`src/hw/rtl/gflba_ram.sv`:
```
// Generic simple dual-port RAM with a registered read port.
`timescale 1ns / 1ps
`default_nettype none
module gflba_ram #(
   parameter int WIDTH = 8,
   parameter int DEPTH = 16
) (
   input  wire logic                     clock,
   input  wire logic                     wr_en,
   input  wire logic [$clog2(DEPTH)-1:0] wr_addr,
   input  wire logic [WIDTH-1:0]         wr_data,
   input  wire logic                     rd_en,
   input  wire logic [$clog2(DEPTH)-1:0] rd_addr,
   output logic      [WIDTH-1:0]         rd_data
);

   logic [WIDTH-1:0] mem_ff [DEPTH];
   logic [WIDTH-1:0] rd_data_ff;

   always_ff @(posedge clock) begin
      if (wr_en) begin
         mem_ff[wr_addr] <= wr_data;
      end
      if (rd_en) begin
         rd_data_ff <= mem_ff[rd_addr];
      end
   end

   assign rd_data = rd_data_ff;

endmodule
`default_nettype wire

```
`config.mk`:
```
export PLATFORM = sky130hd
export DESIGN_NAME = gflba_ram
export DESIGN_NICKNAME = d
export VERILOG_FILES = /design/src/hw/rtl/gflba_ram.sv
export SDC_FILE = /design/constraint.sdc
export NUM_CORES = 1
export LEC_CHECK = 0
export ABC_AREA = 1
export CORE_MARGIN = 5
export CORE_UTILIZATION = 57
export CTS_CLUSTER_SIZE = 24
export DETAILED_ROUTE_END_ITERATION = 7
export DONT_BUFFER_PORTS = 1
export GPL_ROUTABILITY_DRIVEN = 0
export PLACE_DENSITY = 0.74
export SYNTH_ARGS = -nofsm -noshare
export SYNTH_HDL_FRONTEND = slang
export SYNTH_SLANG_ARGS = --single-unit
```
`constraint.sdc`:
```
create_clock -name clock -period 1.1 [get_ports clock]
set_input_delay 0.11 -clock clock [delete_from_list [all_inputs] [get_ports clock]]
set_output_delay 0.11 -clock clock [all_outputs]
set_load 0.05 [all_outputs]
```
# Word-level counts from Yosys, hierarchy flattened
# Memories as Yosys holds them, arrays and structs flattened. A register that Yosys moved wholly into a read port is not among the register bits.
# Index checks and enable logic that the tools add are counted.
dict set report classes {
  n_mux 2
}
# cell count
set op_table {}
lappend op_table {{2-to-1 mux 1 bit} 2}
dict set report totals {
  register_bits 0
  ramBits 128
  in_bits 19
  output_inout_bits 8
  word_cells 3
  mem_count 1
}
# name depth word_bits read_ports rd_clocked_by_memory_dff write_ports line_no
set memory_table {}
lappend memory_table {mem_ff 16 8 1 1 1 17} ;# logic [WIDTH-1:0] mem_ff [DEPTH];

# Longest topological paths before layout
dict set report logic_depth {
  word_depth 2
  ltp_mapped 8
  ltp_nobuf 7
}

# Least setup slack after synthesis
# No wires, ideal clock.
dict set report synth_path {
  path_type {input -> register}
  startpoint {input wr_addr[3]}
  endpoint {memory mem_ff[4][0], enable pin}
  setup_ps 370
  arrival_time_ps 691
  required_time_ps 730
  path_slack_ps 39
  cell_stages 2
  n_path_buf 0
  cell_sequence {nand3b_1 -> nor2_1}
}
# item line_no
set synth_rtl {}
lappend synth_rtl {{start, declared} 10} ;# input wire logic [$clog2(DEPTH)-1:0] wr_addr,
lappend synth_rtl {{end, declared} 17}
# No word-level cell before the write port.

# Final worst setup path
dict set report layout_path {
  startpoint {register rd_data_ff[5], in the netlist rd_data[5], read port of mem_ff}
  endpoint {output rd_data[5]}
}
# item line_no
set layout_rtl {}
lappend layout_rtl {{start, declared} 18} ;# logic [WIDTH-1:0] rd_data_ff;
lappend layout_rtl {{end, declared} 14} ;# output logic [WIDTH-1:0] rd_data
# No word-level cell between the ends.

==> run_results.csv <==
group,metric,value,unit
place,port-buffer-count,0,
synth,postSynthNetCount,570,
layout,fin_area,7030,sq um
place,dpl_cell_area,6070,sq um
status,violated_checks,"negative hold slack, negative setup slack",
setup_path,crit_path_max_fanout,1,
setup_path,timing.critical_path.to_type,"primary output",
power_and_ir_drop,vdd_drop_max,0.00110,V
drt,initial_drt_markers,357,
drt,wl_per_cell,18.4,microns
sta,grt_setup_unrepaired,"yes",
sta,fmaxAchievable,0.744,GHz
setup_path,rr_worst_depth,6,
setup_path,worst_setup_path_start_kind,"flop",
clock_tree,clock_tree.buffer_depth,2,
layout,num-fill-cells,738,
drt,detailedRoute.firstPassIterationCount,5,
power_and_ir_drop,power_density,1790,nW/um^2
floorplanning,fp.dieArea,12400,sq um
floorplanning,rows,37,
sta,timing_hold_violations_final,8,
synth,netlist_instances,551,
clock_tree,cts_made_buffers,17,
layout,mostFrequentLayoutCell,"sky130_fd_sc_hd__nand2_1",
status,outcome,"finished, violations left",
power_and_ir_drop,cellLeakagePower,0.00300,uW
global_route,grt_pass1_vias,3963,
flow_run,max_cap_violations,0,
layout,syn2layout_area_growth,20.2,%
clock_tree,tritoncts_clock_tree,"yes",
clock_tree,holdBufCountCts,11,
drt,drt_drc_violations_left,0,
global_route,total_congestion_overflow_after_global_routing,0,
sta,timing.final.max_slew_violations,0,
synth,synth_warnings,0,
sta,finalHoldWorstSlack,-0.0551,ns
setup_path,rrSetupSlack,-0.01,ns
setup_path,crit_type,"flop to primary output",
global_route,grt_antenna_before_repair,1,
synth,ys_ff_latch,136,
setup_path,worst_ep_arrival_time,1.23,ns
floorplanning,io-pin-count,27,
place,dp_hpwl,7860,microns
floorplanning,core-area,10200,sq um
sta,tightest_pin_transition,0.958,ns
sta,headroom_to_the_max_slew_limit,36.2,%
sta,layout_min_cycle_time,1.34,ns
global_route,grt.total_usage,22.6,%
floorplanning,die_w,111,microns
sta,final.setup_skew,0.00811,ns
floorplanning,initial_utilization,57.4,%
sta,final.setup.worst_slack,-0.244,ns
drt,drt_wl_total,13500,microns
setup_path,worst-path-stages,0,
min_path,timing.hold.worst_path_depth,4,
setup_path,required,0.99,ns
floorplanning,die_h,111,microns
sta,setup_total_negative_slack,-1.36,ns
synth,syn_area_per_cell,10.6,sq um
drt,routed_via_density,5.32,
clock_tree,clockRootBuffer,"sky130_fd_sc_hd__clkbuf_8",
layout,num-nets-final,602,
clock_tree,postCtsSetupBuffers,0,
layout,most-common-layout-cells,"sky130_fd_sc_hd__nand2_1, sky130_fd_sc_hd__edfxtp_1, sky130_fd_sc_hd__inv_1",
sta,min_period_over_period,122,%
min_path,min_delay_worst_type,"input port to flop",
drt,via_count,3897,
clock_tree,clk-insertion-delay-late,0.52,ns
global_route,maximum_number_of_pins_on_one_net_before_global_route_repair,66,
synth,syn-cell-area,5850,sq um
synth,ys_seq_area_share,69.8,%
clock_tree,cts-htree-levels,4,
sta,final-setup-viol-count,10,
clock_tree,cts.sinks,136,
drt,detail-route-antenna-nets,0,
layout,fraction_of_layout_cells_with_a_size_suffix_above_1,16.6,%
synth,yosysUniqueCellTypes,11,
clock_tree,clk_pin_slew_worst_paths,0.06,ns
global_route,grt_pass1_wl,20900,microns
==> synthesized netlist by cell type (all sizes together) <==
library cell	n	area, sq um
edfxtp	136	4080
nand3	97	485
nand3b	2	15.0
nor2	17	63.8
buf	24	166
inv	102	383
nand2	173	649
==> registers in the layout, indices dropped and copies added, names as in the netlist <==
register and count:
mem_ff 128, rd_data 8
==> report_power, final <==
group          switching [uW]  internal, uW
clock                    2050          3880
combinational             494           243
sequential               97.9          5840
==> worst register-to-register path, cell delays in order (launching register included) <==
cell and delay, ns:
sky130_fd_sc_hd__edfxtp_1 0.37, sky130_fd_sc_hd__inv_1 0.07, sky130_fd_sc_hd__nand2_1 0.05, sky130_fd_sc_hd__nand3_1 0.08, sky130_fd_sc_hd__nand3_1 0.13, sky130_fd_sc_hd__nand3_2 0.11
sky130_fd_sc_hd__nand2_1 0.06
==> cells by family (layout without fill, tap and decap cells) <==
family	Yosys count	after routing	synth area share [%]
buffers and inverters	126	171	9.39
DFF	136	136	69.8
other	0	1	0
and+or+nand+nor	289	289	20.8
==> area by class of cell <==
cell class / count / area, sq um / share of cell area, %
flip-flops and latches: 136 / 4080 / 58.1
multi-input cells: 289 / 1420 / 20.2
inverters: 102 / 383 / 5.45
clock inverters: 14 / 205 / 2.92
clock buffers: 18 / 418 / 5.95
repair buffers: 37 / 344 / 4.90
diodes: 1 / 2.50 / 0.0356
well taps: 136 / 170 / 2.42
==> path summary, 6_finish.rpt <==
| check | start | to |
|---|---|---|
| max | rd_data[5] | rd_data[5] |
| min | rd_addr[1] | rd_data[5] |
| max reg2reg | mem_ff[8][4] | rd_data[4] |
| min reg2reg | mem_ff[5][6] | rd_data[6] |
==> what timing repair did <==
item	in CTS	in global routing
hold endpoints to repair	144	8
gates resized for setup	12	35
setup endpoints to repair	13	16
pin swaps	1	33
==> through the flow <==
| step | instances | power (uW) | utilization [%] | setup slack, ns |
|---|---|---|---|---|
| after floorplan | 551 | 6470 | - | 0.0392 |
| after global placement | 689 | 6550 | 59.6 | -0.0713 |
| after detailed placement | 689 | 6570 | 59.6 | -0.106 |
| after CTS | 732 | 12600 | 67.3 | -0.256 |
| after global routing | 733 | 13000 | 69.0 | -0.278 |
| final | 733 | 12600 | 69.0 | -0.244 |
==> routing by layer <==
layer	share of wire [%]	wire (microns)	up-vias	track usage, %
met1	40	5370	1847	29.0
met5	0	0	-	0
li1	-	-	1847	-
met2	49	6660	176	37.2
met4	2.5	343	0	9.16
met3	8.2	1100	27	5.46
Power figures use the tool's default switching activity.
